$ cat src/rtl/mpma_pkg.sv
// Shared types and constants for the median-prefiltered moving average core.
// Used by the front, queue, back, top level and checker; no dependencies.
`default_nettype none

package mpma_pkg;

  localparam int WINDOW_MAX_DEF  = 64;
  localparam int SAMPLE_BITS_DEF = 24;
  localparam int QUEUE_DEPTH     = 2;

  // Width of window_size, fill_count and the config write data.
  localparam int FILL_W    = 7;
  localparam int CFG_IDX_W = 1;

  localparam logic [FILL_W-1:0] WINDOW_RESET = 7'd8;
  localparam logic              MEDIAN_RESET = 1'b1;

  localparam logic [CFG_IDX_W-1:0] REG_WINDOW = 1'b0;
  localparam logic [CFG_IDX_W-1:0] REG_MEDIAN = 1'b1;

  localparam logic FUNC_SAMPLE = 1'b0;
  localparam logic FUNC_PRIME  = 1'b1;

  typedef enum logic [1:0] {
    ST_IDLE,
    ST_UPD,
    ST_DIV,
    ST_OUT
  } bk_state_t;

  // Configuration as seen by the front and back parts.
  typedef struct packed {
    logic              clear;
    logic              median_en;
    logic [FILL_W-1:0] window_size;
  } ctl_t;

endpackage

`default_nettype wire

$ cat src/rtl/mpma_front.sv
// Front part: accepts input transfers, applies the median-of-three prefilter
// and pushes {func, value} into the queue. Depends on mpma_pkg.
`default_nettype none

module mpma_front #(
  parameter int SAMPLE_BITS = mpma_pkg::SAMPLE_BITS_DEF,
  localparam int IN_W = ((SAMPLE_BITS + 7) / 8) * 8
) (
  input  logic                 clk,
  input  logic                 rst_n,
  input  mpma_pkg::ctl_t       ctl,
  input  logic                 in_tvalid,
  output logic                 in_tready,
  input  logic [IN_W-1:0]      in_tdata,   // [SAMPLE_BITS-1:0] sample
  input  logic                 in_tuser,   // func
  input  logic                 q_full,
  output logic                 q_push,
  output logic [SAMPLE_BITS:0] q_item      // {func, entered value}
);
  import mpma_pkg::*;

  logic signed [SAMPLE_BITS-1:0] h0_r, h1_r, h2_r;
  logic signed [SAMPLE_BITS-1:0] h0_nxt, h1_nxt, h2_nxt;
  logic [1:0]                    fill_r, fill_nxt;

  logic signed [SAMPLE_BITS-1:0] v, entered;
  logic signed [SAMPLE_BITS-1:0] med_a, med_b, lo, hi, hi_c, med;
  logic                          accept;

  assign in_tready = !q_full;
  assign accept    = in_tvalid && in_tready;
  assign v         = $signed(in_tdata[SAMPLE_BITS-1:0]);

  // Once the history is full the oldest entry shifts out first.
  assign med_a = (fill_r == 2'd3) ? h1_r : h0_r;
  assign med_b = (fill_r == 2'd3) ? h2_r : h1_r;
  assign lo    = (med_a < med_b) ? med_a : med_b;
  assign hi    = (med_a < med_b) ? med_b : med_a;
  assign hi_c  = (hi < v) ? hi : v;
  assign med   = (lo > hi_c) ? lo : hi_c;

  always_comb begin
    h0_nxt   = h0_r;
    h1_nxt   = h1_r;
    h2_nxt   = h2_r;
    fill_nxt = fill_r;
    entered  = v;
    if (ctl.clear) begin
      fill_nxt = 2'd0;
    end else if (accept) begin
      if (in_tuser == FUNC_PRIME) begin
        h0_nxt   = v;
        h1_nxt   = v;
        h2_nxt   = v;
        fill_nxt = 2'd3;
      end else if (ctl.median_en) begin
        case (fill_r)
          2'd0: begin
            h0_nxt   = v;
            fill_nxt = 2'd1;
          end
          2'd1: begin
            h1_nxt   = v;
            fill_nxt = 2'd2;
          end
          2'd2: begin
            h2_nxt   = v;
            fill_nxt = 2'd3;
            entered  = med;
          end
          default: begin
            h0_nxt  = h1_r;
            h1_nxt  = h2_r;
            h2_nxt  = v;
            entered = med;
          end
        endcase
      end
    end
  end

  assign q_push = accept;
  assign q_item = {in_tuser, entered};

  always_ff @(posedge clk) begin
    if (!rst_n) begin
      fill_r <= 2'd0;
    end else begin
      fill_r <= fill_nxt;
    end
  end

  always_ff @(posedge clk) begin
    h0_r <= h0_nxt;
    h1_r <= h1_nxt;
    h2_r <= h2_nxt;
  end

endmodule

`default_nettype wire

$ cat src/rtl/mpma_fifo.sv
// Short queue between the front and back parts.
// Register-based, first-word fall-through. Depends on mpma_pkg for its default depth.
`default_nettype none

module mpma_fifo #(
  parameter int W     = mpma_pkg::SAMPLE_BITS_DEF + 1,
  parameter int DEPTH = mpma_pkg::QUEUE_DEPTH
) (
  input  logic         clk,
  input  logic         rst_n,
  input  logic         push,
  input  logic [W-1:0] push_data,
  input  logic         pop,
  output logic [W-1:0] pop_data,
  output logic         full,
  output logic         empty
);
  localparam int PTR_W = (DEPTH > 1) ? $clog2(DEPTH) : 1;
  localparam int CNT_W = $clog2(DEPTH + 1);

  logic [W-1:0]     mem_r [DEPTH];
  logic [PTR_W-1:0] wr_ptr_r, wr_ptr_nxt, rd_ptr_r, rd_ptr_nxt;
  logic [CNT_W-1:0] count_r, count_nxt;
  logic             do_push, do_pop;

  assign full     = (count_r == CNT_W'(DEPTH));
  assign empty    = (count_r == '0);
  assign do_push  = push && !full;
  assign do_pop   = pop && !empty;
  assign pop_data = mem_r[rd_ptr_r];

  always_comb begin
    wr_ptr_nxt = wr_ptr_r;
    rd_ptr_nxt = rd_ptr_r;
    count_nxt  = count_r;
    if (do_push) begin
      wr_ptr_nxt = (wr_ptr_r == PTR_W'(DEPTH - 1)) ? '0 : wr_ptr_r + 1'b1;
    end
    if (do_pop) begin
      rd_ptr_nxt = (rd_ptr_r == PTR_W'(DEPTH - 1)) ? '0 : rd_ptr_r + 1'b1;
    end
    if (do_push && !do_pop) begin
      count_nxt = count_r + 1'b1;
    end else if (do_pop && !do_push) begin
      count_nxt = count_r - 1'b1;
    end
  end

  always_ff @(posedge clk) begin
    if (!rst_n) begin
      wr_ptr_r <= '0;
      rd_ptr_r <= '0;
      count_r  <= '0;
    end else begin
      wr_ptr_r <= wr_ptr_nxt;
      rd_ptr_r <= rd_ptr_nxt;
      count_r  <= count_nxt;
    end
  end

  always_ff @(posedge clk) begin
    if (do_push) begin
      mem_r[wr_ptr_r] <= push_data;
    end
  end

endmodule

`default_nettype wire

$ cat src/rtl/mpma_back.sv
// Back part: ring memory, running sum, bit-serial divider and output register.
// Pops {func, value} items from the queue. Depends on mpma_pkg.
`default_nettype none

module mpma_back #(
  parameter int WINDOW_MAX  = mpma_pkg::WINDOW_MAX_DEF,
  parameter int SAMPLE_BITS = mpma_pkg::SAMPLE_BITS_DEF,
  localparam int OUT_W = ((2 * SAMPLE_BITS + mpma_pkg::FILL_W + 7) / 8) * 8
) (
  input  logic                 clk,
  input  logic                 rst_n,
  input  mpma_pkg::ctl_t       ctl,
  input  logic                 q_empty,
  output logic                 q_pop,
  input  logic [SAMPLE_BITS:0] q_item,
  output logic                 out_tvalid,
  input  logic                 out_tready,
  output logic [OUT_W-1:0]     out_tdata
);
  import mpma_pkg::*;

  localparam int WIN_EFF = (WINDOW_MAX < 127) ? WINDOW_MAX : 127;
  localparam int SLOT_W  = (WINDOW_MAX > 1) ? $clog2(WINDOW_MAX) : 1;
  localparam int SUM_W   = SAMPLE_BITS + ((WIN_EFF > 1) ? $clog2(WIN_EFF) : 0);
  localparam int STEP_W  = $clog2(SUM_W + 1);
  localparam int WCMP_W  = (SLOT_W + 1 > FILL_W) ? SLOT_W + 1 : FILL_W;

  bk_state_t state_r, state_nxt;

  logic                          func_r;
  logic signed [SAMPLE_BITS-1:0] val_r;
  logic signed [SUM_W-1:0]       sum_r, sum_nxt;
  logic [SLOT_W-1:0]             slot_r, slot_nxt;
  logic [FILL_W-1:0]             held_r, held_nxt;
  logic [SUM_W-1:0]              dvd_r, dvd_nxt;
  logic [FILL_W-1:0]             rem_r, rem_nxt;
  logic [STEP_W-1:0]             step_r, step_nxt;
  logic                          neg_r, neg_nxt;
  logic                          out_valid_r, out_valid_nxt;
  logic [OUT_W-1:0]              out_data_r, out_data_nxt;

  logic [SAMPLE_BITS-1:0]        ring [WINDOW_MAX];
  logic [SAMPLE_BITS-1:0]        rd_data_r;
  logic                          wr_en;
  logic [SLOT_W-1:0]             wr_addr;
  logic [SAMPLE_BITS-1:0]        wr_data;

  logic signed [SAMPLE_BITS-1:0] old_val;
  logic signed [SUM_W:0]         upd_sum;
  logic signed [SUM_W-1:0]       sum_new;
  logic [SLOT_W:0]               slot_inc;
  logic                          slot_wrap;
  logic [FILL_W:0]               shifted;
  logic                          ge;
  logic [SUM_W-1:0]              avg_full;

  // Slots at or past the fill count were never written since the last clear
  // and hold zero as far as the sum is concerned.
  assign old_val = (held_r == ctl.window_size) ? $signed(rd_data_r) : '0;
  assign upd_sum = (SUM_W+1)'(sum_r) - (SUM_W+1)'(old_val) + (SUM_W+1)'(val_r);
  assign sum_new = SUM_W'(upd_sum);

  assign slot_inc  = {1'b0, slot_r} + 1'b1;
  assign slot_wrap = (WCMP_W'(slot_inc) == WCMP_W'(ctl.window_size));

  // Restoring divide of |sum| by the fill count, one quotient bit per cycle.
  assign shifted  = {rem_r, dvd_r[SUM_W-1]};
  assign ge       = (shifted >= {1'b0, held_r});
  assign avg_full = neg_r ? (~dvd_r + 1'b1) : dvd_r;

  assign q_pop = (state_r == ST_IDLE) && !q_empty;

  always_comb begin
    state_nxt     = state_r;
    sum_nxt       = sum_r;
    slot_nxt      = slot_r;
    held_nxt      = held_r;
    dvd_nxt       = dvd_r;
    rem_nxt       = rem_r;
    step_nxt      = step_r;
    neg_nxt       = neg_r;
    out_valid_nxt = out_valid_r;
    out_data_nxt  = out_data_r;
    wr_en         = 1'b0;
    wr_addr       = slot_r;
    wr_data       = val_r;

    if (out_valid_r && out_tready) begin
      out_valid_nxt = 1'b0;
    end

    case (state_r)
      ST_IDLE: begin
        if (!q_empty) begin
          state_nxt = ST_UPD;
        end
      end
      ST_UPD: begin
        wr_en = 1'b1;
        if (func_r == FUNC_PRIME) begin
          wr_addr   = '0;
          sum_nxt   = SUM_W'(val_r);
          held_nxt  = FILL_W'(1);
          slot_nxt  = (ctl.window_size == FILL_W'(1)) ? '0 : SLOT_W'(1);
          state_nxt = ST_IDLE;
        end else begin
          sum_nxt   = sum_new;
          slot_nxt  = slot_wrap ? '0 : SLOT_W'(slot_inc);
          held_nxt  = (held_r < ctl.window_size) ? held_r + 1'b1 : held_r;
          neg_nxt   = sum_new[SUM_W-1];
          dvd_nxt   = sum_new[SUM_W-1] ? SUM_W'(-sum_new) : SUM_W'(sum_new);
          rem_nxt   = '0;
          step_nxt  = '0;
          state_nxt = ST_DIV;
        end
      end
      ST_DIV: begin
        rem_nxt  = ge ? FILL_W'(shifted - {1'b0, held_r}) : FILL_W'(shifted);
        dvd_nxt  = {dvd_r[SUM_W-2:0], ge};
        step_nxt = step_r + 1'b1;
        if (step_r == STEP_W'(SUM_W - 1)) begin
          state_nxt = ST_OUT;
        end
      end
      ST_OUT: begin
        if (!out_valid_r || out_tready) begin
          out_valid_nxt = 1'b1;
          out_data_nxt  = OUT_W'({held_r, val_r, avg_full[SAMPLE_BITS-1:0]});
          state_nxt     = ST_IDLE;
        end
      end
      default: begin
        state_nxt = ST_IDLE;
      end
    endcase

    if (ctl.clear) begin
      sum_nxt  = '0;
      slot_nxt = '0;
      held_nxt = '0;
    end
  end

  always_ff @(posedge clk) begin
    if (!rst_n) begin
      state_r     <= ST_IDLE;
      sum_r       <= '0;
      slot_r      <= '0;
      held_r      <= '0;
      out_valid_r <= 1'b0;
    end else begin
      state_r     <= state_nxt;
      sum_r       <= sum_nxt;
      slot_r      <= slot_nxt;
      held_r      <= held_nxt;
      out_valid_r <= out_valid_nxt;
    end
  end

  always_ff @(posedge clk) begin
    if (q_pop) begin
      func_r <= q_item[SAMPLE_BITS];
      val_r  <= $signed(q_item[SAMPLE_BITS-1:0]);
    end
    dvd_r      <= dvd_nxt;
    rem_r      <= rem_nxt;
    step_r     <= step_nxt;
    neg_r      <= neg_nxt;
    out_data_r <= out_data_nxt;
  end

  always_ff @(posedge clk) begin
    if (wr_en) begin
      ring[wr_addr] <= wr_data;
    end
    rd_data_r <= ring[slot_r];
  end

  assign out_tvalid = out_valid_r;
  assign out_tdata  = out_data_r;

endmodule

`default_nettype wire

$ cat src/rtl/median_prefiltered_moving_average_core.sv
// Results come from the bit-serial divider in the back part (SUM_W = 30 at the
// defaults). The back part pops a new item only when idle, once the previous
// result is in the output register; a priming item skips the divider and gives no result.
// Reset (rst_n low, synchronous): window_size 8, median on, window empty; the
// ring memory is not swept, the fill count marks which slots count as zero.
// Depends on mpma_pkg, mpma_front, mpma_fifo, mpma_back.
`default_nettype none

module median_prefiltered_moving_average_core #(
  parameter int WINDOW_MAX  = mpma_pkg::WINDOW_MAX_DEF,
  parameter int SAMPLE_BITS = mpma_pkg::SAMPLE_BITS_DEF,
  localparam int IN_W  = ((SAMPLE_BITS + 7) / 8) * 8,
  localparam int OUT_W = ((2 * SAMPLE_BITS + mpma_pkg::FILL_W + 7) / 8) * 8
) (
  input  logic                           clk,
  input  logic                           rst_n,
  input  logic                           in_tvalid,
  output logic                           in_tready,
  input  logic [IN_W-1:0]                in_tdata,  // sample
  input  logic                           in_tuser,  // func
  output logic                           out_tvalid,
  input  logic                           out_tready,
  output logic [OUT_W-1:0]               out_tdata, // average, filtered_sample, fill_count
  input  logic                           cfg_we,
  input  logic [mpma_pkg::CFG_IDX_W-1:0] cfg_index,
  input  logic [mpma_pkg::FILL_W-1:0]    cfg_wdata
);
  import mpma_pkg::*;

  logic [FILL_W-1:0]    window_r, window_nxt;
  logic                 median_r, median_nxt;
  logic [FILL_W-1:0]    cfg_win;
  logic                 win_write;
  ctl_t                 ctl;

  logic                 q_push, q_pop, q_full, q_empty;
  logic [SAMPLE_BITS:0] q_in, q_out;

  // A zero window write is dropped; oversize values saturate.
  assign win_write = cfg_we && (cfg_index == REG_WINDOW) && (cfg_wdata != '0);
  assign cfg_win   = (int'(cfg_wdata) > WINDOW_MAX) ? FILL_W'(WINDOW_MAX) : cfg_wdata;

  always_comb begin
    window_nxt = window_r;
    median_nxt = median_r;
    if (win_write) begin
      window_nxt = cfg_win;
    end
    if (cfg_we && (cfg_index == REG_MEDIAN)) begin
      median_nxt = cfg_wdata[0];
    end
  end

  always_ff @(posedge clk) begin
    if (!rst_n) begin
      window_r <= WINDOW_RESET;
      median_r <= MEDIAN_RESET;
    end else begin
      window_r <= window_nxt;
      median_r <= median_nxt;
    end
  end

  assign ctl.clear       = win_write;
  assign ctl.median_en   = median_r;
  assign ctl.window_size = window_r;

  mpma_front #(
    .SAMPLE_BITS(SAMPLE_BITS)
  ) u_front (
    .clk      (clk),
    .rst_n    (rst_n),
    .ctl      (ctl),
    .in_tvalid(in_tvalid),
    .in_tready(in_tready),
    .in_tdata (in_tdata),
    .in_tuser (in_tuser),
    .q_full   (q_full),
    .q_push   (q_push),
    .q_item   (q_in)
  );

  mpma_fifo #(
    .W    (SAMPLE_BITS + 1),
    .DEPTH(QUEUE_DEPTH)
  ) u_fifo (
    .clk      (clk),
    .rst_n    (rst_n),
    .push     (q_push),
    .push_data(q_in),
    .pop      (q_pop),
    .pop_data (q_out),
    .full     (q_full),
    .empty    (q_empty)
  );

  mpma_back #(
    .WINDOW_MAX (WINDOW_MAX),
    .SAMPLE_BITS(SAMPLE_BITS)
  ) u_back (
    .clk       (clk),
    .rst_n     (rst_n),
    .ctl       (ctl),
    .q_empty   (q_empty),
    .q_pop     (q_pop),
    .q_item    (q_out),
    .out_tvalid(out_tvalid),
    .out_tready(out_tready),
    .out_tdata (out_tdata)
  );

endmodule

`default_nettype wire

$ cat config.mk
export PLATFORM = sky130hd
export DESIGN_NAME = median_prefiltered_moving_average_core
export DESIGN_NICKNAME = d
export VERILOG_FILES = /design/src/rtl/mpma_pkg.sv /design/src/rtl/mpma_front.sv /design/src/rtl/mpma_fifo.sv /design/src/rtl/mpma_back.sv /design/src/rtl/median_prefiltered_moving_average_core.sv
export SDC_FILE = /design/constraint.sdc
export NUM_CORES = 2
export LEC_CHECK = 0
export BUFFER_PORTS_ARGS = -buffer_cell sky130_fd_sc_hd__buf_4
export CORE_MARGIN = 1.5
export CORE_UTILIZATION = 25
export DETAILED_ROUTE_END_ITERATION = 10
export PLACE_DENSITY = 0.49
export SLEW_MARGIN = 10
export SYNTH_ARGS = -nofsm -noshare
export SYNTH_HDL_FRONTEND = slang
export SYNTH_HIERARCHICAL = 1
export SYNTH_SLANG_ARGS = --single-unit
$ cat constraint.sdc
create_clock -name clk -period 11.15 [get_ports clk]
set_input_delay 0 -clock clk [delete_from_list [all_inputs] [get_ports clk]]
set_output_delay 0 -clock clk [all_outputs]
set_load 0.005 [all_outputs]
==> results.yml <==
critical_path:
  rr_worst_depth: 32
  critPathMostFrequentCell: "a21o_1"
  endpoint_kind: "flip-flop"
  startpoint_type: "flip-flop"
  critPathBufInv: 4
  critPathArrivalTime_ps: 10390
  worstPathMaxFanout: 70
  critPathTopFamily: "compound AO/OA/AOI/OAI gates"
  rr_startpoint: "u_front/fill_r[0]$_SDFFE_PP0P_"
  reg2reg_slack_ps: 1270
  max_stage_delay_ps: 850
  cp.required_ps: 11660
  critical_path_class: "reg -> reg"
  cpMaxStageDelayCell: "ha_2"
  rr_endpoint: "u_fifo/mem_r[0][0]$_DFFE_PP_"
sta:
  setup_tns_ps: 0
  tightest_slew_ps: 1200
  rsz0062_at_grt: "no"
  fmax_ghz: 0.101
  finalCritPeriodShare_pct: 88.6
  skew_ps: 89.6
  slew_violations: 0
  max_slew_margin_pct: 19.8
  min_period_ps: 9880
  hold_viol_final: 0
  setup_viol: 0
pwr:
  power.density_nw_per_um2: 248
  power_switching_mw: 7.84
  seqPwrFrac_pct: 40.0
  intPower_mw: 15.1
  peakVddDrop_mv: 0.198
  p_leak_nw: 28.9
  p_comb_share_pct: 32.6
  netSwitchingFraction_pct: 34.2
  pwr-share-clk_pct: 27.4
synthesis:
  synthAdderAreaFrac_pct: 2.77
  synth_mux_area_share_pct: 16.0
  syn_nets: 4553
  synth_compound_area_share_pct: 4.13
  synthSimpleGateAreaFrac_pct: 4.24
  ys_seq_area_share_pct: 69.9
  synth_edf_count: 1781
  synth_commonest_cells: "1781 x edfxtp_1, 504 x mux4_2, 253 x nor2_1, 209 x inv_1, 157 x nand2_1"
  yosysTopAreaCellShare_pct: 67.7
  synthTopCellsByArea: "edfxtp_1 68%, mux4_2 14%, dfxtp_1 2.2%"
  syn-cell-area_um2: 79000
  yosys_warnings: 6
  synth_top_area_cell: "edfxtp_1"
  syn_avg_cell_area_um2: 18.1
  synth_top_family_by_area: "multiplexers"
  synth_cells: 4358
  ys.flop_type: "edfxtp_1"
  yosys.cell_types.count: 95
  synthXorXnorAreaFrac_pct: 0.854
  synth-seq-cells: 1866
  synthArstFlopShare_pct: 0
  yosysMostFrequentCell: "edfxtp_1"
drt:
  drc: 0
  vias: 42200
  avgViaCountPerCell: 4.71
  first_iter_violations: 4255
  firstDrtPassIters: 6
  drtAntennaViolNets: 0
  wirelength_mm: 224
  wl_per_cell_um: 25.0
floorplan:
  io-pin-count: 96
  fp.dieW_um: 565
  placementRows: 206
  start_util_pct: 25.1
  die_area_um2: 319000
  die-height_um: 565
  core_area_um2: 314000
clocking:
  htreeDepth: 4
  postCtsResizedCells: 0
  cts.clk_slew.worst_paths_ps: 60
  cts_tree: "built"
  cts_sinks: 1866
  clockBufferDepth: 4
  cts_made_buffers: 198
  root_buffer: "clkbuf_16"
  clk-insertion-delay-late_ps: 880
cells_and_area:
  layout-drive-gt1-share_pct: 24.0
  fillers: 30900
  nets: 4853
  fin_area_um2: 92600
  syn_to_final_growth_pct: 17.3
grt:
  grt_use_total_pct: 13.8
  grt_max_degree: 96
  antenna_found_initial: 28
  grt_pass1_vias: 42300
  grt_pass1_wl_mm: 317
  grt_overflow: 0
placement:
  port-buffer-count: 94
  gp_congestion: 0.836
  dp_hpwl_mm: 135
  placed_area_um2: 85700
worst_hold_path:
  hold_class: "in -> reg"
  hp-start: "in_tdata[10]"
  min_path_cells: 3
  hold_path_end: "u_fifo/mem_r[1][10]$_DFFE_PP_"
run:
  maxCapViolations: 0
run_status:
  outcome: "finished, final reports clean"
## cell type report
type	instances	area, um2	share of cell area [%]
antenna	10	25.0	0.0270
multi-input combinational	2059	22700	24.5
tap	4160	5200	5.62
clock buffer	250	5260	5.68
inverter	210	788	0.851
sequential	1866	55200	59.6
timing repair buffer	323	2700	2.91
clock inverter	96	767	0.828
## how the worst max path moves through the flow
stage	startpoint	endpoint	slack, ps	depth (start not counted)
after CTS	u_front/fill_r[0]$_SDFFE_PP0P_	u_fifo/mem_r[0][11]$_DFFE_PP_	1360	31
after global placement	u_front/fill_r[0]$_SDFFE_PP0P_	u_fifo/mem_r[0][11]$_DFFE_PP_	1400	32
after floorplan	u_front/fill_r[0]$_SDFFE_PP0P_	u_fifo/mem_r[0][10]$_DFFE_PP_	2130	38
after global routing	u_front/fill_r[0]$_SDFFE_PP0P_	u_fifo/mem_r[0][0]$_DFFE_PP_	380	32
final	u_front/fill_r[0]$_SDFFE_PP0P_	u_fifo/mem_r[0][0]$_DFFE_PP_	1270	32
after detailed placement	u_front/fill_r[0]$_SDFFE_PP0P_	u_fifo/mem_r[0][11]$_DFFE_PP_	1370	31
## tightest hold or removal path, cell delays in order
cell,delay [ps]
dlygate4sd3_1,520
buf_4,140
a221o_1,170
## routing by layer
| metal | vias up | track usage (%) | wire, um |
|---|---|---|---|
| met4 | 0 | 2.93 | 4060 |
| met1 | 22700 | 19.8 | 104000 |
| li1 | 18100 | - | - |
| met2 | 1210 | 22.1 | 104000 |
| met3 | 259 | 2.04 | 12300 |
| met5 | - | 0 | 0 |
## layout by cell type, fill, tap and decap left out, types with 22 or more instances in the layout
cell type	instances
edfxtp_1	1781
mux4_2	504
buf_4	233
inv_1	209
clkbuf_16	203
nor2_1	185
nand2_1	157
a21oi_1	144
o21ai_0	133
ha_1	125
mux2i_1	92
dlygate4sd3_1	85
dfxtp_1	79
nor2_4	61
xnor2_1	54
clkbuf_1	47
clkinv_1	38
nand3_1	37
nor3_1	36
and2_1	36
a211oi_1	34
clkinv_2	33
and3_1	32
fa_1	30
a21o_1	29
mux2_2	29
or3_1	27
xor2_1	23
a221o_1	23
nand4_1	22
## power by group through the flow
stage | clock (mW) | sequential (mW) | combinational [mW]
finish | 6.29 | 9.18 | 7.48
floorplan | 0 | 9.59 | 4.54
global placement | 0 | 9.32 | 7.31
CTS | 6.45 | 9.18 | 7.47
detailed placement | 0 | 9.33 | 7.42
global route | 6.70 | 9.21 | 8.21
## flip-flops by register name, summed over array words and instances (netlist names), 2 cells and up, named ones only
| signal | flops |
|---|---|
| u_front/h2_r | 24 |
| u_back/rd_data_r | 24 |
| u_front/h1_r | 24 |
| u_back/rem_r | 7 |
| u_back/held_r | 7 |
| u_back/ring | 1536 |
| u_front/h0_r | 24 |
| u_front/fill_r | 2 |
| u_fifo/count_r | 2 |
| u_back/out_tdata | 55 |
| u_back/val_r | 24 |
| u_back/step_r | 5 |
| u_fifo/mem_r | 50 |
| u_back/slot_r | 6 |
| u_back/sum_r | 30 |
| u_back/dvd_r | 30 |
| window_r | 7 |
## logic make-up (layout without fill, tap and decap cells)
kind of cell    after synthesis  after routing
xor+xnor                     77             77
mux                         626            626
simple gates                695            695
flops                      1866           1866
compound gates              503            503
other cells                   1             11
fa+ha+maj                   157            157
buf+inv                     433            879
## repair_timing
item | CTS | global route
setup buffers | 0 | 0
hold buffers | 85 | 0
endpoints found under the hold margin | 227 | 0
## metrics by stage
stage	power [mW]	hold WS, ps	utilization (%)	cells	setup WS, ps
global route	24.1	78.7	29.4	8965	377
floorplan	14.1	98.9	-	4358	2130
global placement	16.6	191	27.2	8532	1400
detailed placement	16.8	192	27.2	8532	1370
finish	23.0	116	29.4	8974	1270
CTS	23.1	42.8	29.4	8963	1360
No activity file was read; power rests on OpenSTA's default activity.
